File: src/assert_macros.svh
`ifndef ASSERT_MACROS_SVH
`define ASSERT_MACROS_SVH

// Same-cycle implication, checked at every rising clock edge outside reset.
`define BVG_ASSERT_IMPL(lbl, clk, rst, ante, cons) \
   lbl: assert property (@(posedge clk) disable iff (rst) (ante) |-> (cons)) \
      else $error("assertion failed");

// Next-cycle implication, checked at every rising clock edge outside reset.
`define BVG_ASSERT_NEXT(lbl, clk, rst, ante, cons) \
   lbl: assert property (@(posedge clk) disable iff (rst) (ante) |=> (cons)) \
      else $error("assertion failed");

`endif

File: src/bvg_pkg.sv
package bvg_pkg;

   localparam int SAMPLE_COUNT_DEF = 8;

   localparam int SAMPLE_W   = 12;
   localparam int RATIO_W    = 4;
   localparam int SUM_W      = 21;
   localparam int MV_W       = 15;
   localparam int PCT_W      = 7;
   localparam int DIVIDEND_W = 12;
   localparam int DIVISOR_W  = 12;
   localparam int CURVE_W    = 13;
   localparam int SEG_W      = 4;

   localparam int RAW_FULL_MV   = 3300;
   localparam int RAW_FULL_CODE = 4095;

   localparam logic [PCT_W-1:0] PCT_FULL  = 7'd100;
   localparam logic [PCT_W-1:0] PCT_EMPTY = 7'd0;

   localparam int CURVE_POINTS = 11;

   localparam logic [CURVE_W-1:0] CURVE_MV [CURVE_POINTS] = '{
      13'd4200, 13'd4110, 13'd4030, 13'd3980, 13'd3920, 13'd3870,
      13'd3830, 13'd3790, 13'd3740, 13'd3680, 13'd3400
   };

   localparam logic [PCT_W-1:0] CURVE_PCT [CURVE_POINTS] = '{
      7'd100, 7'd90, 7'd80, 7'd70, 7'd60, 7'd50,
      7'd40, 7'd30, 7'd20, 7'd10, 7'd0
   };

   localparam logic CSR_CALI_OK = 1'b0;
   localparam logic CSR_DIVIDER = 1'b1;

   localparam logic [RATIO_W-1:0] DIVIDER_RESET = 4'd3;

   typedef struct packed {
      logic [SAMPLE_W-1:0] sample;
      logic                read_failed;
   } bvg_req_type;

   typedef struct packed {
      logic [MV_W-1:0]  battery_mv;
      logic [PCT_W-1:0] percent;
      logic             status;
   } bvg_rsp_type;

   typedef enum logic [3:0] {
      ST_IDLE,
      ST_DECIDE,
      ST_SCALE,
      ST_ACCUM,
      ST_AVG,
      ST_SEG,
      ST_INTERP,
      ST_EMIT
   } bvg_state_type;

   typedef struct packed {
      logic load_in;
      logic pin_from_sample;
      logic pin_from_scale;
      logic accum;
      logic div_start;
      logic mv_from_avg;
      logic seg_eval;
      logic pct_from_div;
      logic emit;
   } bvg_cmd_type;

   typedef struct packed {
      logic failed;
      logic cali_ok;
      logic div_done;
      logic pct_direct;
      logic rsp_free;
   } bvg_status_type;

endpackage

File: src/bvg_div.sv
module bvg_div (
   input  logic                                 clock,
   input  logic                                 reset,
   input  logic                                 start,
   input  logic [bvg_pkg::DIVIDEND_W-1:0]       dividend,
   input  logic [bvg_pkg::DIVISOR_W-1:0]        divisor,
   output logic [bvg_pkg::DIVIDEND_W-1:0]       quotient,
   output logic                                 done
);

   localparam int DVD_W = bvg_pkg::DIVIDEND_W;
   localparam int DVS_W = bvg_pkg::DIVISOR_W;
   localparam int CNT_W = $clog2(DVD_W + 1);

   logic [DVD_W-1:0] quo_ff, quo_in;
   logic [DVS_W-1:0] rem_ff, rem_in;
   logic [DVS_W-1:0] dvs_ff, dvs_in;
   logic [CNT_W-1:0] cnt_ff, cnt_in;
   logic             done_ff, done_in;
   logic [DVS_W:0]   rem_shift;
   logic [DVS_W:0]   trial;
   logic             fits;

   always_comb begin
      rem_shift = {rem_ff, quo_ff[DVD_W-1]};
      trial     = rem_shift - {1'b0, dvs_ff};
      fits      = rem_shift >= {1'b0, dvs_ff};
      quo_in    = quo_ff;
      rem_in    = rem_ff;
      dvs_in    = dvs_ff;
      cnt_in    = cnt_ff;
      done_in   = 1'b0;
      if (start) begin
         quo_in = dividend;
         rem_in = '0;
         dvs_in = divisor;
         cnt_in = CNT_W'(DVD_W);
      end else if (cnt_ff != '0) begin
         cnt_in  = cnt_ff - CNT_W'(1);
         rem_in  = fits ? trial[DVS_W-1:0] : rem_shift[DVS_W-1:0];
         quo_in  = {quo_ff[DVD_W-2:0], fits};
         done_in = cnt_ff == CNT_W'(1);
      end
   end

   always_ff @(posedge clock) begin
      quo_ff <= quo_in;
      rem_ff <= rem_in;
      dvs_ff <= dvs_in;
   end

   always_ff @(posedge clock) begin
      if (reset) begin
         cnt_ff  <= '0;
         done_ff <= 1'b0;
      end else begin
         cnt_ff  <= cnt_in;
         done_ff <= done_in;
      end
   end

   assign quotient = quo_ff;
   assign done     = done_ff;

endmodule

File: src/bvg_datapath.sv
module bvg_datapath #(
   parameter int SAMPLE_COUNT = bvg_pkg::SAMPLE_COUNT_DEF
) (
   input  logic                            clock,
   input  logic                            reset,
   input  bvg_pkg::bvg_cmd_type            cmd,
   output bvg_pkg::bvg_status_type         status,
   input  logic                            cali_ok,
   input  logic [bvg_pkg::RATIO_W-1:0]     divider_ratio,
   input  bvg_pkg::bvg_req_type            req_payload,
   output logic                            rsp_valid,
   input  logic                            rsp_stall,
   output bvg_pkg::bvg_rsp_type            rsp_payload
);

   localparam int SAMPLE_W = bvg_pkg::SAMPLE_W;
   localparam int SUM_W    = bvg_pkg::SUM_W;
   localparam int MV_W     = bvg_pkg::MV_W;
   localparam int PCT_W    = bvg_pkg::PCT_W;
   localparam int DVD_W    = bvg_pkg::DIVIDEND_W;
   localparam int DVS_W    = bvg_pkg::DIVISOR_W;
   localparam int CURVE_W  = bvg_pkg::CURVE_W;
   localparam int SEG_W    = bvg_pkg::SEG_W;

   localparam int SCALE_W   = 2 * SAMPLE_W;
   localparam int AVG_L     = $clog2(SAMPLE_COUNT);
   localparam int AVG_SHIFT = SUM_W + AVG_L;
   localparam int PROD_W    = 2 * SUM_W + 1;
   localparam longint AVG_RECIP =
      ((longint'(1) << AVG_SHIFT) + longint'(SAMPLE_COUNT) - 1) / longint'(SAMPLE_COUNT);

   logic [SAMPLE_W-1:0]  sample_ff, sample_in;
   logic                 failed_ff, failed_in;
   logic [SAMPLE_W-1:0]  pin_ff, pin_in;
   logic [SUM_W-1:0]     sum_ff, sum_in;
   logic [MV_W-1:0]      mv_ff, mv_in;
   logic [PCT_W-1:0]     pct_ff, pct_in;
   logic                 rsp_valid_ff, rsp_valid_in;
   bvg_pkg::bvg_rsp_type rsp_ff, rsp_in;

   logic [DVD_W-1:0]     div_dividend;
   logic [DVS_W-1:0]     div_divisor;
   logic [DVD_W-1:0]     div_quotient;
   logic                 div_done;

   logic [SCALE_W-1:0]   scale_prod;
   logic [SAMPLE_W-1:0]  scale_q0;
   logic [SAMPLE_W:0]    scale_rem;
   logic [SAMPLE_W-1:0]  scale_mv;
   logic [PROD_W-1:0]    avg_prod;
   logic [SUM_W-1:0]     avg_q;

   logic [SUM_W:0]       sum_wide;
   logic [SEG_W-1:0]     seg_k;
   logic                 seg_found;
   logic                 mv_top;
   logic [CURVE_W-1:0]   seg_lo;
   logic [CURVE_W-1:0]   seg_dv;
   logic [CURVE_W-1:0]   seg_diff;
   logic [PCT_W-1:0]     seg_dp;
   logic [PCT_W-1:0]     seg_base;
   logic                 rsp_free;

   always_comb begin
      seg_k     = '0;
      seg_found = 1'b0;
      for (int k = bvg_pkg::CURVE_POINTS - 2; k >= 0; k--) begin
         if (mv_ff >= MV_W'(bvg_pkg::CURVE_MV[k+1])) begin
            seg_k     = SEG_W'(k);
            seg_found = 1'b1;
         end
      end
      mv_top   = mv_ff >= MV_W'(bvg_pkg::CURVE_MV[0]);
      seg_lo   = bvg_pkg::CURVE_MV[seg_k + SEG_W'(1)];
      seg_dv   = bvg_pkg::CURVE_MV[seg_k] - seg_lo;
      seg_diff = CURVE_W'(mv_ff - MV_W'(seg_lo));
      seg_base = bvg_pkg::CURVE_PCT[seg_k + SEG_W'(1)];
      seg_dp   = bvg_pkg::CURVE_PCT[seg_k] - seg_base;
   end

   // Division by 4095 is a shift by 12 plus one correction step, since 4095 is 4096 - 1.
   // The average uses a reciprocal multiply that is exact for every sum of SUM_W bits.
   always_comb begin
      scale_prod = SCALE_W'(sample_ff) * SCALE_W'(bvg_pkg::RAW_FULL_MV);
      scale_q0   = scale_prod[SCALE_W-1:SAMPLE_W];
      scale_rem  = {1'b0, scale_prod[SAMPLE_W-1:0]} + {1'b0, scale_q0};
      scale_mv   = scale_q0 +
                   SAMPLE_W'(scale_rem >= (SAMPLE_W + 1)'(bvg_pkg::RAW_FULL_CODE));
      avg_prod   = PROD_W'(sum_ff) * PROD_W'(AVG_RECIP);
      avg_q      = SUM_W'(avg_prod >> AVG_SHIFT);
   end

   assign div_dividend = DVD_W'(seg_diff) * DVD_W'(seg_dp);
   assign div_divisor  = DVS_W'(seg_dv);

   bvg_div u_div (
      .clock    (clock),
      .reset    (reset),
      .start    (cmd.div_start),
      .dividend (div_dividend),
      .divisor  (div_divisor),
      .quotient (div_quotient),
      .done     (div_done)
   );

   assign rsp_free = !rsp_valid_ff || !rsp_stall;

   always_comb begin
      sample_in    = sample_ff;
      failed_in    = failed_ff;
      pin_in       = pin_ff;
      sum_in       = sum_ff;
      mv_in        = mv_ff;
      pct_in       = pct_ff;
      rsp_valid_in = rsp_valid_ff;
      rsp_in       = rsp_ff;
      sum_wide     = {1'b0, sum_ff} + (SUM_W + 1)'(pin_ff) * (SUM_W + 1)'(divider_ratio);

      if (cmd.load_in) begin
         sample_in = req_payload.sample;
         failed_in = req_payload.read_failed;
      end
      if (cmd.pin_from_sample) begin
         pin_in = sample_ff;
      end
      if (cmd.pin_from_scale) begin
         pin_in = scale_mv;
      end
      if (cmd.accum) begin
         sum_in = sum_wide[SUM_W] ? '1 : sum_wide[SUM_W-1:0];
      end
      if (cmd.mv_from_avg) begin
         mv_in = (avg_q[SUM_W-1:MV_W] != '0) ? '1 : avg_q[MV_W-1:0];
      end
      if (cmd.seg_eval) begin
         if (mv_top) begin
            pct_in = bvg_pkg::PCT_FULL;
         end else if (!seg_found) begin
            pct_in = bvg_pkg::PCT_EMPTY;
         end else begin
            pct_in = seg_base;
         end
      end
      if (cmd.pct_from_div) begin
         pct_in = pct_ff + div_quotient[PCT_W-1:0];
      end

      if (rsp_valid_ff && !rsp_stall) begin
         rsp_valid_in = 1'b0;
      end
      if (cmd.emit) begin
         rsp_valid_in = 1'b1;
         sum_in       = '0;
         if (failed_ff) begin
            rsp_in.battery_mv = '0;
            rsp_in.percent    = '0;
            rsp_in.status     = 1'b1;
         end else begin
            rsp_in.battery_mv = mv_ff;
            rsp_in.percent    = pct_ff;
            rsp_in.status     = 1'b0;
         end
      end
   end

   always_ff @(posedge clock) begin
      sample_ff <= sample_in;
      failed_ff <= failed_in;
      pin_ff    <= pin_in;
      mv_ff     <= mv_in;
      pct_ff    <= pct_in;
      rsp_ff    <= rsp_in;
   end

   always_ff @(posedge clock) begin
      if (reset) begin
         sum_ff       <= '0;
         rsp_valid_ff <= 1'b0;
      end else begin
         sum_ff       <= sum_in;
         rsp_valid_ff <= rsp_valid_in;
      end
   end

   assign status.failed     = failed_ff;
   assign status.cali_ok    = cali_ok;
   assign status.div_done   = div_done;
   assign status.pct_direct = mv_top || !seg_found;
   assign status.rsp_free   = rsp_free;

   assign rsp_valid   = rsp_valid_ff;
   assign rsp_payload = rsp_ff;

endmodule

File: src/bvg_ctrl.sv
module bvg_ctrl #(
   parameter int SAMPLE_COUNT = bvg_pkg::SAMPLE_COUNT_DEF
) (
   input  logic                    clock,
   input  logic                    reset,
   input  logic                    req_valid,
   output logic                    req_stall,
   output bvg_pkg::bvg_cmd_type    cmd,
   input  bvg_pkg::bvg_status_type status
);

   localparam int IDX_W = $clog2(SAMPLE_COUNT + 1);

   bvg_pkg::bvg_state_type state_ff, state_in;
   logic [IDX_W-1:0]       idx_ff, idx_in;
   logic                   batch_full;

   assign batch_full = idx_ff == IDX_W'(SAMPLE_COUNT - 1);

   always_comb begin
      state_in = state_ff;
      unique case (state_ff)
         bvg_pkg::ST_IDLE: begin
            if (req_valid) begin
               state_in = bvg_pkg::ST_DECIDE;
            end
         end
         bvg_pkg::ST_DECIDE: begin
            if (status.failed) begin
               state_in = bvg_pkg::ST_EMIT;
            end else if (status.cali_ok) begin
               state_in = bvg_pkg::ST_ACCUM;
            end else begin
               state_in = bvg_pkg::ST_SCALE;
            end
         end
         bvg_pkg::ST_SCALE: begin
            state_in = bvg_pkg::ST_ACCUM;
         end
         bvg_pkg::ST_ACCUM: begin
            state_in = batch_full ? bvg_pkg::ST_AVG : bvg_pkg::ST_IDLE;
         end
         bvg_pkg::ST_AVG: begin
            state_in = bvg_pkg::ST_SEG;
         end
         bvg_pkg::ST_SEG: begin
            state_in = status.pct_direct ? bvg_pkg::ST_EMIT : bvg_pkg::ST_INTERP;
         end
         bvg_pkg::ST_INTERP: begin
            if (status.div_done) begin
               state_in = bvg_pkg::ST_EMIT;
            end
         end
         bvg_pkg::ST_EMIT: begin
            if (status.rsp_free) begin
               state_in = bvg_pkg::ST_IDLE;
            end
         end
         default: begin
            state_in = bvg_pkg::ST_IDLE;
         end
      endcase
   end

   always_comb begin
      cmd       = '0;
      req_stall = 1'b1;
      idx_in    = idx_ff;
      unique case (state_ff)
         bvg_pkg::ST_IDLE: begin
            req_stall   = reset;
            cmd.load_in = req_valid;
         end
         bvg_pkg::ST_DECIDE: begin
            if (!status.failed && status.cali_ok) begin
               cmd.pin_from_sample = 1'b1;
            end
         end
         bvg_pkg::ST_SCALE: begin
            cmd.pin_from_scale = 1'b1;
         end
         bvg_pkg::ST_ACCUM: begin
            cmd.accum = 1'b1;
            idx_in    = idx_ff + IDX_W'(1);
         end
         bvg_pkg::ST_AVG: begin
            cmd.mv_from_avg = 1'b1;
         end
         bvg_pkg::ST_SEG: begin
            cmd.seg_eval  = 1'b1;
            cmd.div_start = !status.pct_direct;
         end
         bvg_pkg::ST_INTERP: begin
            cmd.pct_from_div = status.div_done;
         end
         bvg_pkg::ST_EMIT: begin
            cmd.emit = status.rsp_free;
            if (status.rsp_free) begin
               idx_in = '0;
            end
         end
         default: begin
            cmd = '0;
         end
      endcase
   end

   always_ff @(posedge clock) begin
      if (reset) begin
         state_ff <= bvg_pkg::ST_IDLE;
         idx_ff   <= '0;
      end else begin
         state_ff <= state_in;
         idx_ff   <= idx_in;
      end
   end

endmodule

File: src/battery_voltage_gauge_core.sv
// Averages SAMPLE_COUNT battery ADC samples (raw codes scaled by 3300/4095, or
// calibrated millivolts when cali_ok is set, times divider_ratio) and returns
// one transaction per batch with the average battery millivolts and a LiPo
// state-of-charge percent; a failed read returns an error transaction and
// restarts the batch. One sample at a time is in work: a calibrated one passes
// the decide and accumulate states before the next acceptance, a raw code also
// the scale state, a failed read the output write. The last sample of a batch
// adds the average, curve lookup and output write, and a wait while the 12-step
// restoring divider interpolates the percent between curve points. A finished
// result waits in an output register, so the next sample is taken while it is
// still stalled; only a further result waits for that register to drain.
`include "assert_macros.svh"

module battery_voltage_gauge_core #(
   parameter int SAMPLE_COUNT = bvg_pkg::SAMPLE_COUNT_DEF
) (
   input  logic                 clock,
   input  logic                 reset,
   input  logic                 req_valid,
   output logic                 req_stall,
   input  bvg_pkg::bvg_req_type req_payload,
   output logic                 rsp_valid,
   input  logic                 rsp_stall,
   output bvg_pkg::bvg_rsp_type rsp_payload,
   input  logic                 psel,
   input  logic                 penable,
   input  logic                 pwrite,
   input  logic [2:0]           paddr,
   input  logic [31:0]          pwdata,
   output logic [31:0]          prdata,
   output logic                 pready
);

   localparam int RATIO_W = bvg_pkg::RATIO_W;

   logic                     cali_ok_ff, cali_ok_in;
   logic [RATIO_W-1:0]       ratio_ff, ratio_in;
   logic                     csr_write;
   bvg_pkg::bvg_cmd_type     cmd;
   bvg_pkg::bvg_status_type  status;

   assign pready    = 1'b1;
   assign csr_write = psel && penable && pwrite && pready;

   always_comb begin
      cali_ok_in = cali_ok_ff;
      ratio_in   = ratio_ff;
      if (csr_write) begin
         unique case (paddr[2])
            bvg_pkg::CSR_CALI_OK: cali_ok_in = pwdata[0];
            bvg_pkg::CSR_DIVIDER: ratio_in   = pwdata[RATIO_W-1:0];
            default:              cali_ok_in = cali_ok_ff;
         endcase
      end
   end

   always_comb begin
      unique case (paddr[2])
         bvg_pkg::CSR_CALI_OK: prdata = 32'(cali_ok_ff);
         bvg_pkg::CSR_DIVIDER: prdata = 32'(ratio_ff);
         default:              prdata = '0;
      endcase
   end

   always_ff @(posedge clock) begin
      if (reset) begin
         cali_ok_ff <= 1'b1;
         ratio_ff   <= bvg_pkg::DIVIDER_RESET;
      end else begin
         cali_ok_ff <= cali_ok_in;
         ratio_ff   <= ratio_in;
      end
   end

   bvg_ctrl #(
      .SAMPLE_COUNT (SAMPLE_COUNT)
   ) u_ctrl (
      .clock     (clock),
      .reset     (reset),
      .req_valid (req_valid),
      .req_stall (req_stall),
      .cmd       (cmd),
      .status    (status)
   );

   bvg_datapath #(
      .SAMPLE_COUNT (SAMPLE_COUNT)
   ) u_datapath (
      .clock         (clock),
      .reset         (reset),
      .cmd           (cmd),
      .status        (status),
      .cali_ok       (cali_ok_ff),
      .divider_ratio (ratio_ff),
      .req_payload   (req_payload),
      .rsp_valid     (rsp_valid),
      .rsp_stall     (rsp_stall),
      .rsp_payload   (rsp_payload)
   );

   `BVG_ASSERT_IMPL(a_pct_range, clock, reset, rsp_valid, rsp_payload.percent <= 7'd100)
   `BVG_ASSERT_IMPL(a_err_zero, clock, reset, rsp_valid && rsp_payload.status, rsp_payload.battery_mv == '0 && rsp_payload.percent == '0)
   `BVG_ASSERT_NEXT(a_one_in_work, clock, reset, req_valid && !req_stall, req_stall)

endmodule

File: config.mk
export PLATFORM = sky130hd
export DESIGN_NAME = battery_voltage_gauge_core
export DESIGN_NICKNAME = d
export VERILOG_FILES = /design/src/bvg_pkg.sv /design/src/bvg_div.sv /design/src/bvg_datapath.sv /design/src/bvg_ctrl.sv /design/src/battery_voltage_gauge_core.sv
export VERILOG_INCLUDE_DIRS = /design/src /design/src/src
export SDC_FILE = /design/constraint.sdc
export NUM_CORES = 1
export LEC_CHECK = 0
export ABC_AREA = 1
export ABC_CLOCK_PERIOD_IN_PS = 9300
export BUFFER_PORTS_ARGS = -buffer_cell sky130_fd_sc_hd__buf_2
export CAP_MARGIN = 20
export CORE_AREA = 5 5 116 227
export DETAILED_ROUTE_END_ITERATION = 10
export DIE_AREA = 0 0 121 232
export GPL_TIMING_DRIVEN = 0
export PLACE_DENSITY = 0.81
export REMOVE_ABC_BUFFERS = 1
export SETUP_SLACK_MARGIN = 0.15
export SLEW_MARGIN = 30
export SYNTH_ARGS = -nofsm -noshare
export SYNTH_HDL_FRONTEND = slang
export SYNTH_HIERARCHICAL = 1
export SYNTH_SLANG_ARGS = --single-unit
export TNS_END_PERCENT = 5
File: constraint.sdc
create_clock -name clock -period 9.3 [get_ports clock]
set_clock_uncertainty 0.1 [all_clocks]
set_input_delay 0.93 -clock clock [delete_from_list [all_inputs] [get_ports clock]]
set_output_delay 0.93 -clock clock [all_outputs]
set_load 0.1 [all_outputs]
# Word-level counts from Yosys, hierarchy flattened

Memories as Yosys holds them, arrays and structs flattened.
Cells that the tools add are included.

Bits in writable memories: 0
Input bits: 55
Output and inout port bits: 58
Bits in read-only memories: 640
Word-level logic and storage cells: 159
Bits in latches: 0
Register bits after elaboration: 146
Memories kept: 4

Divide/modulo/power cells: 0
Bitwise operators: 4
Order comparisons: 15
Shift-type cells: 0
Mux-type cells: 64
Add/subtract/negate cells: 11
Reductions and logical operators: 26
Multipliers: 3
Equal/unequal tests: 12

Memories:

| name             | depth | width | rd ports | clocked after memory_dff | write ports | line               | source |
|---|---|---|---|---|---|---|---|
| (name not given) | 16    | 13    | 1        | 0                        | 0           | bvg_datapath.sv:74 | `seg_lo = bvg_pkg::CURVE_MV[seg_k + SEG_W'(1)];` |
| (name not given) | 16    | 13    | 1        | 0                        | 0           | bvg_datapath.sv:75 | `seg_dv = bvg_pkg::CURVE_MV[seg_k] - seg_lo;` |
| (name not given) | 16    | 7     | 1        | 0                        | 0           | bvg_datapath.sv:78 | `seg_dp = bvg_pkg::CURVE_PCT[seg_k] - seg_base;` |
| (name not given) | 16    | 7     | 1        | 0                        | 0           | bvg_datapath.sv:77 | `seg_base = bvg_pkg::CURVE_PCT[seg_k + SEG_W'(1)];` |

Operators by type and width:

| cell                   | count |
|---|---|
| $ge 15x12->1 const B   | 9 |
| $mux 12                | 9 |
| $mux 4                 | 16 |
| $pmux 32 s2            | 1 |
| $mux 7                 | 8 |
| $sub 12x12->12         | 3 |
| $pmux 4 s8             | 1 |
| $ge 15x13->1 const B   | 2 |
| $mux 1                 | 26 |
| $add 21x16->22         | 1 |
| $mul 12x10->22 const B | 1 |
| $mux 21                | 1 |
| $eq 4x3->1 const B     | 5 |
| $mul 12x4->16          | 1 |
| $add 12x12->13         | 1 |
| $ge 13x12->1           | 1 |
| $ge 13x12->1 const B   | 1 |
| $add 12x1->12          | 1 |
| $mul 12x7->12          | 1 |
| $ge 5x5->1 const B     | 2 |
| $not 4->5              | 2 |
| $reduce_bool 2->1      | 5 |
| $add 4x1->4 const B    | 2 |
| $eq 4x1->1 const B     | 2 |
| other kinds (19)       | 33 |

# Logic depth before layout (Yosys ltp)

Gate-level depths: netlist of run 1.

Depth in word-level cells: 20
Mapped depth: 55
Mapped depth without buffers: 55

# Hierarchy

Netlist of run 1, hierarchy kept.

By module, submodules not included:

| module                     | cells an instance | area an instance (um^2) | instances |
|---|---|---|---|
| bvg_datapath               | 1411              | 11546.1                 | 1 |
| bvg_div                    | 337               | 2468.6                  | 1 |
| battery_voltage_gauge_core | 73                | 516.7                   | 1 |
| bvg_ctrl                   | 73                | 446.7                   | 1 |

# Worst setup path before layout of run 1

Ideal clock, no wire load.

Path kind: register -> register
From: register u_datapath.mv_ff[8]
To: register u_datapath.u_div.quo_ff[11], in the netlist u_datapath/u_div/quotient[11] (data pin)
Stages on the path, launching flop included: 42
Data arrival time: 7.126 ns
Path slack: 1.822 ns
Buffers on the path: 0
Cells stage by stage: edfxtp_1 nor2_1 nand3_1 nor3_1 nor2_1 a21oi_1 nand2_2 inv_1 ha_1 inv_1 nor2_1 inv_1 nand2_1 inv_1 nor2_1 o21ai_0 nand2_1 inv_1 (+6 left out) nand3_1 fa_1 fa_1 inv_1 fa_1 ha_1 inv_1 fa_1 o31ai_1 nand2_1 nand2_1 a21oi_1 xor2_1 nand4_1 nand3_1 nand2_1 nand2_1 nand2_1

Word-level cells in the longest chain between the ends: 19

Ends and longest elaborated chain:

| element                                                                      | line                                   | source |
|---|---|---|
| start: declaration                                                           | bvg_datapath.sv:36                     | `logic [MV_W-1:0] mv_ff, mv_in;` |
| start signal: assignment                                                     | bvg_datapath.sv:170                    | `mv_ff <= mv_in;` |
| $ge 15x12->1                                                                 | bvg_datapath.sv:68                     | `if (mv_ff >= MV_W'(bvg_pkg::CURVE_MV[k+1])) begin` |
| $mux 4 (10 in series)                                                        | bvg_datapath.sv:68                     |  |
| $add 4x1->4                                                                  | bvg_datapath.sv:74, bvg_datapath.sv:77 |  |
| $not 4->5 (not written as such)                                              | bvg_datapath.sv:74, bvg_datapath.sv:77 |  |
| $mem_v2 16x13 / $mem_v2 16x7 (equally long branches)                         | n/a                                    |  |
| $mux 12 (not written as such) / $mux 7 (equally long branches) (2 in series) | bvg_datapath.sv:74, bvg_datapath.sv:77 |  |
| $sub 12x12->12 / $sub 7x7->7 (equally long branches)                         | bvg_datapath.sv:76, bvg_datapath.sv:78 |  |
| $mul 12x7->12 (*)                                                            | bvg_datapath.sv:93                     | `assign div_dividend = DVD_W'(seg_diff) * DVD_W'(seg_dp);` |
| net u_datapath.div_dividend[11]                                              | bvg_datapath.sv:41                     | `logic [DVD_W-1:0] div_dividend;` |
| $mux 12 (*)                                                                  | bvg_div.sv:33                          | `if (start) begin` |
| net u_datapath.u_div.quo_in[11]                                              | bvg_div.sv:15                          | `logic [DVD_W-1:0] quo_ff, quo_in;` |
| end signal: assignment                                                       | bvg_div.sv:47                          | `quo_ff <= quo_in;` |
| end: declaration                                                             | bvg_div.sv:15                          |  |

Mark *: on every way through the listed nets, which the timed path passes. The rest lies on a longest branch. The select of a mux whose other input is x is not followed.
A chain may end at the register's enable or synchronous reset.

# Final worst setup path of run 1

Ends and elaborated chain as after synthesis.

==> results.rst, run 1 <==
.. list-table::
   :header-rows: 1

   * - Metric
     - Value
   * - Outcome
     - complete, no violations
   * - Floorplan row count
     - 81
   * - Sink of the worst hold path
     - u_datapath/u_div/rem_ff[10]
   * - Area growth syn-to-layout
     - 7.385%
   * - Final Wtd Congestion
     - 1.021
   * - Floorplan die height
     - 232 microns
   * - Clock slew at reported path FFs
     - 0.06 ns
   * - Slowest stage delay, CP
     - 0.51 ns
   * - Filler instances
     - 2041
   * - Number of design-rule violations left by the first detailed-router iteration
     - 640
   * - Fraction of final layout cells with drive strength greater than 1
     - 0.08598
   * - CP dominant cell by count
     - sky130_fd_sc_hd__nand2_1
   * - Number of vias after detailed routing
     - 12.47k
   * - PortBufs
     - 53
   * - Maximum achievable frequency
     - 115.5 MHz
   * - Die area
     - 0.02807 sq mm
   * - I/O pin total
     - 113
   * - Cell area after synthesis
     - 0.01498 sq mm
   * - Path category of the worst min-delay check
     - register to register
   * - Dpl cell area
     - 0.01545 sq mm
   * - Global-route wire length before repair
     - 59.20 mm
   * - Post-synth EDFFs
     - 94
   * - Finished layout cell area
     - 0.01608 sq mm
   * - Antenna-violating nets left
     - 0
   * - Leading cell types by count after synthesis
     - sky130_fd_sc_hd__nand2_1 (389), sky130_fd_sc_hd__inv_1 (380), sky130_fd_sc_hd__ha_1 (183)
   * - Worst-margin pin slew
     - 0.9116 ns
   * - Register-to-register setup slack
     - 0.64 ns
   * - Length of routed met2 wiring
     - 20.92 mm
   * - Number of detailed-routing iterations run before antenna repair
     - 7
   * - Per-cell via count in the routed design
     - 5.455
   * - Number of antenna violations at the first check in global routing
     - 0
   * - Most frequently used cell type in the post-synthesis netlist
     - sky130_fd_sc_hd__nand2_1
   * - Die X
     - 121 microns
   * - Classification of the worst setup path
     - register to register
   * - Clock sink count
     - 145
   * - Slew Limit Headroom
     - 0.3859
   * - Number of buffers created by CTS
     - 17
   * - Clock tree from TritonCTS
     - yes
   * - Post-route fraction of the period consumed by the critical path
     - 0.9309
   * - Detailed placer's ending HPWL
     - 30.64 mm
   * - Cell depth of the worst min-delay path
     - 2
   * - Global-route congestion overflow total
     - 0
   * - Fraction of synthesized cell area taken by the top area cell type
     - 0.1885
   * - Final setup violation count
     - 0
   * - Required time at the worst-slack endpoint
     - 9.38 ns
   * - Antenna diode count
     - 0
   * - Cells on worst reg2reg path
     - 38
   * - Biggest area contributors in the synthesized netlist
     - sky130_fd_sc_hd__edfxtp_1 (19%), sky130_fd_sc_hd__ha_1 (15%), sky130_fd_sc_hd__fa_1 (13%)
   * - Worst setup SP type
     - register
   * - Total routing resource utilization after global routing
     - 0.2683
   * - Critical path arrival
     - 8.74 ns
   * - Post-synthesis instance total
     - 1894
   * - Origin of the worst min-delay path
     - u_datapath/u_div/rem_ff[10]
   * - Reg2Reg Capture Point
     - u_datapath/u_div/quotient[11]
   * - Worst reg2reg path startpoint
     - u_datapath/mv_ff[8]
   * - Number of design rule violations left after detail routing
     - 0
   * - Largest net degree at the start of global routing
     - 26
   * - Crit-path slowest cell
     - sky130_fd_sc_hd__edfxtp_1
   * - Setup repair after global routing missed its margin
     - no
   * - Number of global-route vias before repair
     - 13.03k
   * - Maximum Capacitance Violations
     - 0
   * - Fin. max-slew vios
     - 0
   * - Met3 WL
     - 1.120 mm
   * - Post-synthesis area per instance
     - 7.908 sq um
   * - CTS Root Buffer Type
     - sky130_fd_sc_hd__clkbuf_16
   * - Count of placed standard cells including taps
     - 2253
   * - Flip-flop and latch count after synthesis
     - 145
   * - Final #Nets
     - 2273
   * - Maximum root-to-sink buffer count
     - 2
   * - Critical path peak fanout
     - 12
   * - Library cell occupying the most area in the post-synthesis netlist
     - sky130_fd_sc_hd__edfxtp_1
   * - Area of the core
     - 0.02442 sq mm
   * - Number of hold violations in the final report
     - 0
   * - Hold-fix buffers at CTS
     - 0
   * - Count of unique library cells instantiated by Yosys
     - 58
   * - Async set-reset flop share out of synthesis
     - 0
   * - Register area share after synthesis
     - 0.2566
   * - Dominant synthesized flop cell
     - sky130_fd_sc_hd__edfxtp_1
   * - Total Neg Setup Slack
     - 0 ns
   * - Period minus WS final
     - 8.657 ns
   * - Insertion delay of the later-clocked pin in the worst-skew pair
     - 0.44 ns
   * - Total routed wire length on the met1 layer
     - 11.42 mm
   * - Number of warnings reported in the yosys synthesis log
     - 6
   * - Post-layout instance count excluding filler cells
     - 2286
   * - Initial cell density of the core
     - 0.6132
   * - Routed wire length per instance
     - 16.13 microns
   * - CP endpoint kind
     - register
   * - H-tree depth
     - 4
   * - Total Routed Length
     - 36.88 mm
   * - Highest metal layer with signal wires
     - met4
==> worst max path at each step <==
| stage | start | endpoint | slack, ns |
|---|---|---|---|
| 2_1_floorplan | u_datapath/mv_ff[8] | u_datapath/u_div/quotient[11] | 1.80 |
| 5_1_grt | u_datapath/sample_ff[3] | u_datapath/pin_ff[11] | 0.17 |
| 3_5_place_dp | u_datapath/mv_ff[13] | u_datapath/u_div/quotient[11] | 0.19 |
| 6_report | u_datapath/mv_ff[8] | u_datapath/u_div/quotient[11] | 0.64 |
| 3_3_place_gp | u_datapath/mv_ff[5] | u_datapath/u_div/quotient[11] | 0.28 |
| 4_1_cts | u_datapath/mv_ff[13] | u_datapath/u_div/quotient[11] | 0.18 |
==> flip-flops by register name, summed over array words and instances (netlist names), 3 cells and up <==
signal / count
u_datapath/rsp_payload: 23
u_datapath/sum_ff: 21
u_datapath/mv_ff: 15
u_datapath/pin_ff: 12
u_datapath/sample_ff: 12
u_datapath/u_div/dvs_ff: 12
u_datapath/u_div/quotient: 12
u_datapath/u_div/rem_ff: 12
u_datapath/pct_ff: 7
ratio_ff: 4
u_ctrl/idx_ff: 4
u_datapath/u_div/cnt_ff: 4
u_ctrl/state_ff: 3
==> layout make-up <==
cell class	instances	area (sq um)	share of cell area
Clock buffer	19	452.9	0.02816
Clock inverter	13	127.6	0.007935
Inverter	397	1493	0.09280
Multi-Input combinational cell	1325	9457	0.5879
Sequential cell	145	3844	0.2390
Tap cell	332	415.4	0.02583
Timing Repair Buffer	55	295.3	0.01836
==> critical path: cells and delay by family, from the launching register on <==
kind / cells / cell delay [ns]
AO/OA/AOI/OAI: 5 / 1.09
XOR/XNOR: 2 / 0.72
adder cells (fa/ha/maj): 8 / 3.05
buffers and inverters: 6 / 0.53
flip-flops: 1 / 0.51
AND/OR/NAND/NOR: 17 / 2.39
==> cell families (layout without fill, tap and decap cells) <==
| kind of cell | count (synthesis) | in the layout | share of synthesized area |
|---|---|---|---|
| AOI/OAI and AO/OA | 229 | 229 | 0.08897 |
| xor gates and xnor gates | 75 | 75 | 0.04436 |
| adders and majority gates | 277 | 277 | 0.2785 |
| buffers and inverters | 452 | 484 | 0.1233 |
| DFF | 145 | 145 | 0.2566 |
| other | 3 | 31 | 0.0007518 |
| and+or+nand+nor | 713 | 713 | 0.2075 |
==> timing repair <==
action                     CTS  global route
buffers inserted             0             0
setup endpoints to repair    0             1
gates resized for setup      0            11
==> layout by cell type (no fill, tap or decap), types with 25 or more instances in the layout <==
master                       n
sky130_fd_sc_hd__nand2_1   388
sky130_fd_sc_hd__inv_1     378
sky130_fd_sc_hd__ha_1      183
sky130_fd_sc_hd__nor2_1    153
sky130_fd_sc_hd__a21oi_1    94
sky130_fd_sc_hd__fa_1       94
sky130_fd_sc_hd__edfxtp_1   94
sky130_fd_sc_hd__nand3_1    81
sky130_fd_sc_hd__o21ai_0    59
sky130_fd_sc_hd__buf_2      53
sky130_fd_sc_hd__dfxtp_1    51
sky130_fd_sc_hd__xor2_1     48
sky130_fd_sc_hd__conb_1     31
sky130_fd_sc_hd__xnor2_1    25
==> through the flow <==
stage | utilization | hold WS (ns) | setup slack (ns)
after global placement | 0.6309 | 0.3579 | 0.2794
after CTS | 0.6562 | 0.3804 | 0.1798
after global routing | 0.6585 | 0.3927 | 0.1744
final | 0.6585 | 0.3766 | 0.6430
after floorplan | - | 0.3431 | 1.800
after detailed placement | 0.6324 | 0.3696 | 0.1883
==> routing by layer <==
| layer | vias up | track usage |
|---|---|---|
| met3 | 168 | 0.03779 |
| met4 | 0 | 0.2135 |
| li1 | 6084 | - |
| met5 | - | 0 |
| met2 | 338 | 0.5354 |
| met1 | 5879 | 0.2227 |
Power of run 1 is not shown: default switching activity piles up to over one toggle a cycle in this logic, so the estimate is an artifact.
==> run 2: changes to the inputs <==
- BUFFER_PORTS_ARGS: -buffer_cell sky130_fd_sc_hd__buf_2 -> default
- CORE_AREA: 5 5 116 227 -> 5 5 114 223
- DIE_AREA: 0 0 121 232 -> 0 0 119 228
- DONT_BUFFER_PORTS: default -> 1
- PLACE_DENSITY: 0.81 -> 0.8
==> run 2 against run 1 <==
  * Non-clock buffer count decreased by 53
  * Highest routed layer unchanged
  * Count of clock-buffer cells in the layout increased by 1
  * Critical endpoint unchanged
  * Hold slack got worse by 0.0018 ns
  * Critical path depth increased by 2
  * Fmax about the same
  * Utilization increased by 1.8 points
  * Sequential share of layout area increased by 0.45 points
  * Global-route usage increased by 0.59 points
==> results.rst, run 2 (same netlist as run 1, synthesis figures left out) <==
.. list-table::
   :header-rows: 1

   * - Metric
     - Value
   * - Outcome
     - complete, no violations
   * - Most flop-heavy register
     - u_datapath/rsp_payload
   * - Post-route fraction of the period consumed by the critical path
     - 0.9299
   * - Fin. max-slew vios
     - 0
   * - Final #Nets
     - 2220
   * - CTS Root Buffer Type
     - sky130_fd_sc_hd__clkbuf_16
   * - Required time at the worst-slack endpoint
     - 9.38 ns
   * - Classification of the worst setup path
     - register to register
   * - Total routing resource utilization after global routing
     - 0.2742
   * - Period minus WS final
     - 8.648 ns
   * - Initial cell density of the core
     - 0.6421
   * - Largest registers in the final layout
     - u_datapath/rsp_payload x23, u_datapath/sum_ff x21, u_datapath/mv_ff x15
   * - Floorplan row count
     - 79
   * - Insertion delay of the later-clocked pin in the worst-skew pair
     - 0.44 ns
   * - CP Buf/Inv Count
     - 8
   * - Maximum achievable frequency
     - 115.6 MHz
   * - Finished layout cell area
     - 0.01579 sq mm
   * - Most common cell after layout, fill and taps aside
     - sky130_fd_sc_hd__nand2_1
   * - Floorplan die height
     - 228 microns
   * - Clock slew at reported path FFs
     - 0.06 ns
   * - Filler instances
     - 1945
   * - Dpl cell area
     - 0.01516 sq mm
   * - Largest net degree at the start of global routing
     - 31
   * - Number of detailed-routing iterations run before antenna repair
     - 5
   * - Post-layout instance count excluding filler cells
     - 2184
   * - I/O pin total
     - 113
   * - Global-route wire length before repair
     - 59.01 mm
   * - Total Routed Length
     - 36.80 mm
   * - Critical path arrival
     - 8.73 ns
   * - Clock tree from TritonCTS
     - yes
   * - Routed wire length per instance
     - 16.85 microns
   * - Die X
     - 119 microns
   * - Number of buffers created by CTS
     - 17
   * - Utilization after layout
     - 0.6767
   * - Final Wtd Congestion
     - 0.9412
   * - Worst-margin pin slew
     - 0.9732 ns
   * - Count of placed standard cells including taps
     - 2152
   * - Number of design-rule violations left by the first detailed-router iteration
     - 576
   * - CP dominant cell by count
     - sky130_fd_sc_hd__nand2_1
   * - Cell class contributing the biggest share of worst-path delay
     - adder cells
   * - Number of hold violations in the final report
     - 0
   * - Worst setup SP type
     - register
   * - Number of vias after detailed routing
     - 12.20k
   * - Cells on worst reg2reg path
     - 40
   * - Crit-path slowest cell
     - sky130_fd_sc_hd__fa_1
   * - Die area
     - 0.02713 sq mm
   * - Area taken by multi-input logic gates
     - 0.009468 sq mm
   * - Fraction of final layout cells with drive strength greater than 1
     - 0.05944
   * - Critical path peak fanout
     - 11
   * - Maximum root-to-sink buffer count
     - 2
   * - Maximum Capacitance Violations
     - 0
   * - Slew Limit Headroom
     - 0.3503
   * - Clock sink count
     - 145
   * - H-tree depth
     - 4
   * - Global-route congestion overflow total
     - 0
   * - Flip-flop count of the largest register after layout
     - 23
   * - Number of design rule violations left after detail routing
     - 0
   * - Total Neg Setup Slack
     - 0 ns
   * - Cell depth of the worst min-delay path
     - 2
   * - Area of the core
     - 0.02333 sq mm
   * - Number of global-route vias before repair
     - 12.64k
   * - Area growth syn-to-layout
     - 5.388%
   * - Final setup violation count
     - 0
   * - Detailed placer's ending HPWL
     - 30.67 mm
   * - PortBufs
     - 0
   * - Antenna-violating nets left
     - 0
   * - Antenna diode count
     - 0
   * - CP endpoint kind
     - register
   * - Cell depth of the worst setup path
     - 40
   * - Per-cell via count in the routed design
     - 5.588
   * - Setup repair after global routing missed its margin
     - no
   * - Commonest non-fill, non-tap cells in the layout
     - sky130_fd_sc_hd__nand2_1 (389), sky130_fd_sc_hd__inv_1 (378), sky130_fd_sc_hd__ha_1 (183)
   * - Area taken by flip-flops and latches
     - 0.003844 sq mm
   * - Slowest stage delay, CP
     - 0.55 ns
   * - Path category of the worst min-delay check
     - register to register
   * - Number of antenna violations at the first check in global routing
     - 0
   * - Post CTS Setup Buffer Count
     - 0
==> run 2: final timing paths <==
| check | start | to | slack [ns] |
|---|---|---|---|
| setup / recovery | u_datapath/mv_ff[6] | u_datapath/u_div/quotient[11] | 0.65 |
| hold / removal | u_datapath/u_div/rem_ff[4] | u_datapath/u_div/rem_ff[4] | 0.37 |
| setup reg to reg | u_datapath/mv_ff[6] | u_datapath/u_div/quotient[11] | 0.65 |
| hold reg to reg | u_datapath/u_div/rem_ff[4] | u_datapath/u_div/rem_ff[4] | 0.37 |
==> run 2: final cells by class <==
type | instances | area share
clock buffer | 20 | 0.02766
tap | 283 | 0.02243
clock inverter | 12 | 0.008561
timing repair buffer | 2 | 0.003488
multi-input combinational | 1325 | 0.5998
sequential | 145 | 0.2435
inverter | 397 | 0.09456
==> run 2: routing by layer <==
metal | routed length [microns] | share of wire | track usage
met1 | 11430 | 0.31 | 0.2344
met2 | 21480 | 0.58 | 0.5491
met3 | 1008 | 0.027 | 0.03640
met4 | 2884 | 0.078 | 0.2028
met5 | 0 | 0 | 0
==> run 2: worst register-to-register path, delay by kind of cell (launching register included) <==
family / cells / cell delay (ns)
XOR/XNOR: 2 / 0.41
flip-flops: 1 / 0.50
buffers and inverters: 8 / 1.10
adder cells (fa/ha/maj): 8 / 2.94
AO/OA/AOI/OAI: 3 / 0.77
AND/OR/NAND/NOR: 19 / 2.58
==> run 2: repair_timing <==
item                       in CTS  in global routing
gates resized for setup         0                 14
hold endpoints to repair        0                  0
hold buffers                    0                  0
setup endpoints to repair       0                  1
==> run 2: metrics by stage <==
stage	hold slack, ns	worst slack (ns)
after floorplan	0.3431	1.800
after global placement	0.3539	0.4136
after detailed placement	0.3672	0.3906
after CTS	0.3787	0.3481
after global routing	0.3972	0.1306
final	0.3748	0.6517
Power of run 2 is left out for the same reason.
==> run 3: changes to the inputs <==
--- a/config.mk
+++ b/config.mk
@@ -18,5 +18,4 @@
 export REMOVE_ABC_BUFFERS = 1
 export SETUP_SLACK_MARGIN = 0.15
-export SLEW_MARGIN = 30
 export SYNTH_ARGS = -nofsm -noshare
 export SYNTH_HDL_FRONTEND = slang
==> constraint.sdc (replaced) <==
create_clock -name clock -period 9.3 [get_ports clock]
set_clock_uncertainty 0.1 [all_clocks]
set_input_delay 1.86 -clock clock [delete_from_list [all_inputs] [get_ports clock]]
set_output_delay 1.86 -clock clock [all_outputs]
set_load 0.1 [all_outputs]
==> run 3 against run 2 <==
  * Setup slack improved by 0.045 ns
  * Register-to-register slack improved by 0.04 ns
  * Global-route usage decreased by 0.060 points
  * Fmax increased by 0.52%
  * Hold slack improved by 0.00074 ns
  * Via count decreased by 0.62%
  * First-iteration DRC count increased by 13%
  * Design area increased by 0.10%
  * Critical path depth increased by 2
==> results.rst, run 3 (same netlist as run 1, synthesis figures left out) <==
.. list-table::
   :header-rows: 1

   * - Metric
     - Value
   * - Clock sink count
     - 145
   * - Setup repair after global routing missed its margin
     - no
   * - Cells on worst reg2reg path
     - 42
   * - Final #Nets
     - 2225
   * - Outcome
     - complete, no violations
   * - Register-to-register setup slack
     - 0.70 ns
   * - Global-route wire length before repair
     - 58.88 mm
   * - Flip-flop count of the largest register after layout
     - 23
   * - Total Routed Length
     - 36.46 mm
   * - PostCTS Resize Cnt
     - 0
   * - Clock tree from TritonCTS
     - yes
   * - Number of hold violations in the final report
     - 0
   * - Floorplan die height
     - 228 microns
   * - Number of global-route vias before repair
     - 12.65k
   * - PortBufs
     - 0
   * - Final setup violation count
     - 0
   * - Die X
     - 119 microns
   * - Maximum root-to-sink buffer count
     - 2
   * - Clock slew at reported path FFs
     - 0.06 ns
   * - Fraction of final layout cells with drive strength greater than 1
     - 0.05719
   * - Number of design rule violations left after detail routing
     - 0
   * - Path category of the worst min-delay check
     - register to register
   * - Highest metal layer with signal wires
     - met4
   * - Most flop-heavy register
     - u_datapath/rsp_payload
   * - Routed wire length per instance
     - 16.65 microns
   * - CP dominant cell by count
     - sky130_fd_sc_hd__nand2_1
   * - Largest registers in the final layout
     - u_datapath/rsp_payload x23, u_datapath/sum_ff x21, u_datapath/mv_ff x15
   * - Maximum Capacitance Violations
     - 0
   * - Origin of the worst min-delay path
     - u_datapath/u_div/rem_ff[4]
   * - Antenna diode count
     - 0
   * - Floorplan row count
     - 79
   * - Area growth syn-to-layout
     - 5.497%
   * - CP endpoint kind
     - register
   * - Hold-fix buffers at CTS
     - 0
   * - Commonest non-fill, non-tap cells in the layout
     - sky130_fd_sc_hd__nand2_1 (389), sky130_fd_sc_hd__inv_1 (379), sky130_fd_sc_hd__ha_1 (183)
   * - I/O pin total
     - 113
   * - Slew Limit Headroom
     - 0.3432
   * - Fin. max-slew vios
     - 0
   * - Maximum achievable frequency
     - 116.2 MHz
   * - Worst setup SP type
     - register
   * - Antenna-violating nets left
     - 0
   * - Worst reg2reg path startpoint
     - u_datapath/mv_ff[6]
   * - Largest net degree at the start of global routing
     - 26
   * - Number of design-rule violations left by the first detailed-router iteration
     - 649
   * - Global-route congestion overflow total
     - 0
   * - Classification of the worst setup path
     - register to register
   * - Length of routed met2 wiring
     - 20.91 mm
   * - Area taken by flip-flops and latches
     - 0.003844 sq mm
   * - Post-route fraction of the period consumed by the critical path
     - 0.9251
   * - Cell depth of the worst min-delay path
     - 2
   * - Area taken by multi-input logic gates
     - 0.009429 sq mm
   * - Die area
     - 0.02713 sq mm
   * - Sink of the worst hold path
     - u_datapath/u_div/rem_ff[4]
   * - Total routing resource utilization after global routing
     - 0.2736
   * - Total Neg Setup Slack
     - 0 ns
   * - Number of detailed-routing iterations run before antenna repair
     - 7
   * - Number of buffers created by CTS
     - 17
   * - Critical path peak fanout
     - 11
   * - Number of antenna violations at the first check in global routing
     - 0
   * - Period minus WS final
     - 8.603 ns
   * - Met3 WL
     - 939 microns
   * - Per-cell via count in the routed design
     - 5.540
   * - Number of vias after detailed routing
     - 12.13k
   * - Post CTS Setup Buffer Count
     - 0
   * - Worst-margin pin slew
     - 0.9853 ns
   * - Most common cell after layout, fill and taps aside
     - sky130_fd_sc_hd__nand2_1
   * - Area of the core
     - 0.02333 sq mm
   * - Slowest stage delay, CP
     - 0.55 ns
   * - Initial cell density of the core
     - 0.6421
   * - Detailed placer's ending HPWL
     - 30.79 mm
   * - Reg2Reg Capture Point
     - u_datapath/u_div/quotient[11]
   * - Insertion delay of the later-clocked pin in the worst-skew pair
     - 0.44 ns
   * - Final Wtd Congestion
     - 0.9412
   * - CTS Root Buffer Type
     - sky130_fd_sc_hd__clkbuf_16
   * - Required time at the worst-slack endpoint
     - 9.38 ns
   * - Filler instances
     - 1918
   * - H-tree depth
     - 4
   * - Total routed wire length on the met1 layer
     - 11.25 mm
   * - Critical path arrival
     - 8.69 ns
   * - Crit-path slowest cell
     - sky130_fd_sc_hd__fa_1
-- run 3: cell types whose count changed in the layout (fill, tap and decap cells not counted), sizes merged --
cell | previous run | this run
buf | 2 | 7
-- run 3: how the worst max path moves through the flow --
stage                              start                             to  slack (ns)
finish               u_datapath/mv_ff[6]  u_datapath/u_div/quotient[11]        0.70
global route         u_datapath/mv_ff[6]  u_datapath/u_div/quotient[11]        0.13
CTS                 u_datapath/mv_ff[13]  u_datapath/u_div/quotient[11]        0.39
detailed placement  u_datapath/mv_ff[13]  u_datapath/u_div/quotient[11]        0.42
global placement    u_datapath/mv_ff[13]  u_datapath/u_div/quotient[11]        0.41
floorplan            u_datapath/mv_ff[8]  u_datapath/u_div/quotient[11]        1.80
-- run 3: final cells by class --
| type | count | share of cell area |
|---|---|---|
| multi-input combinational | 1325 | 0.5967 |
| sequential | 145 | 0.2432 |
| inverter | 397 | 0.09447 |
| clock buffer | 20 | 0.02763 |
| tap | 283 | 0.02241 |
| clock inverter | 12 | 0.008552 |
| timing repair buffer | 7 | 0.006968 |
-- run 3: critical path: cells and delay by family (launching register included) --
family,cells,cell delay (ns)
compound gates,3,0.83
simple gates,20,2.41
buf+inv,9,1.13
xor+xnor,2,0.42
flops,1,0.51
fa+ha+maj,8,2.94
-- run 3: metal layers --
layer,GRT usage,vias to the layer above
met5,0,-
met4,0.2256,0
met3,0.03517,163
met2,0.5406,294
met1,0.2309,5690
li1,-,5981
-- run 3: through the flow --
step | area [sq um] | cells | util | hold slack, ns | setup slack, ns
detailed placement | 15170 | 2156 | 0.6502 | 0.3672 | 0.4174
global placement | 15080 | 2150 | 0.6466 | 0.3539 | 0.4136
CTS | 15740 | 2188 | 0.6747 | 0.3783 | 0.3909
finish | 15800 | 2189 | 0.6774 | 0.3756 | 0.6966
floorplan | 14730 | 1867 | - | 0.3431 | 1.800
global route | 15800 | 2189 | 0.6774 | 0.4009 | 0.1281
Power of run 3 is left out for the same reason.
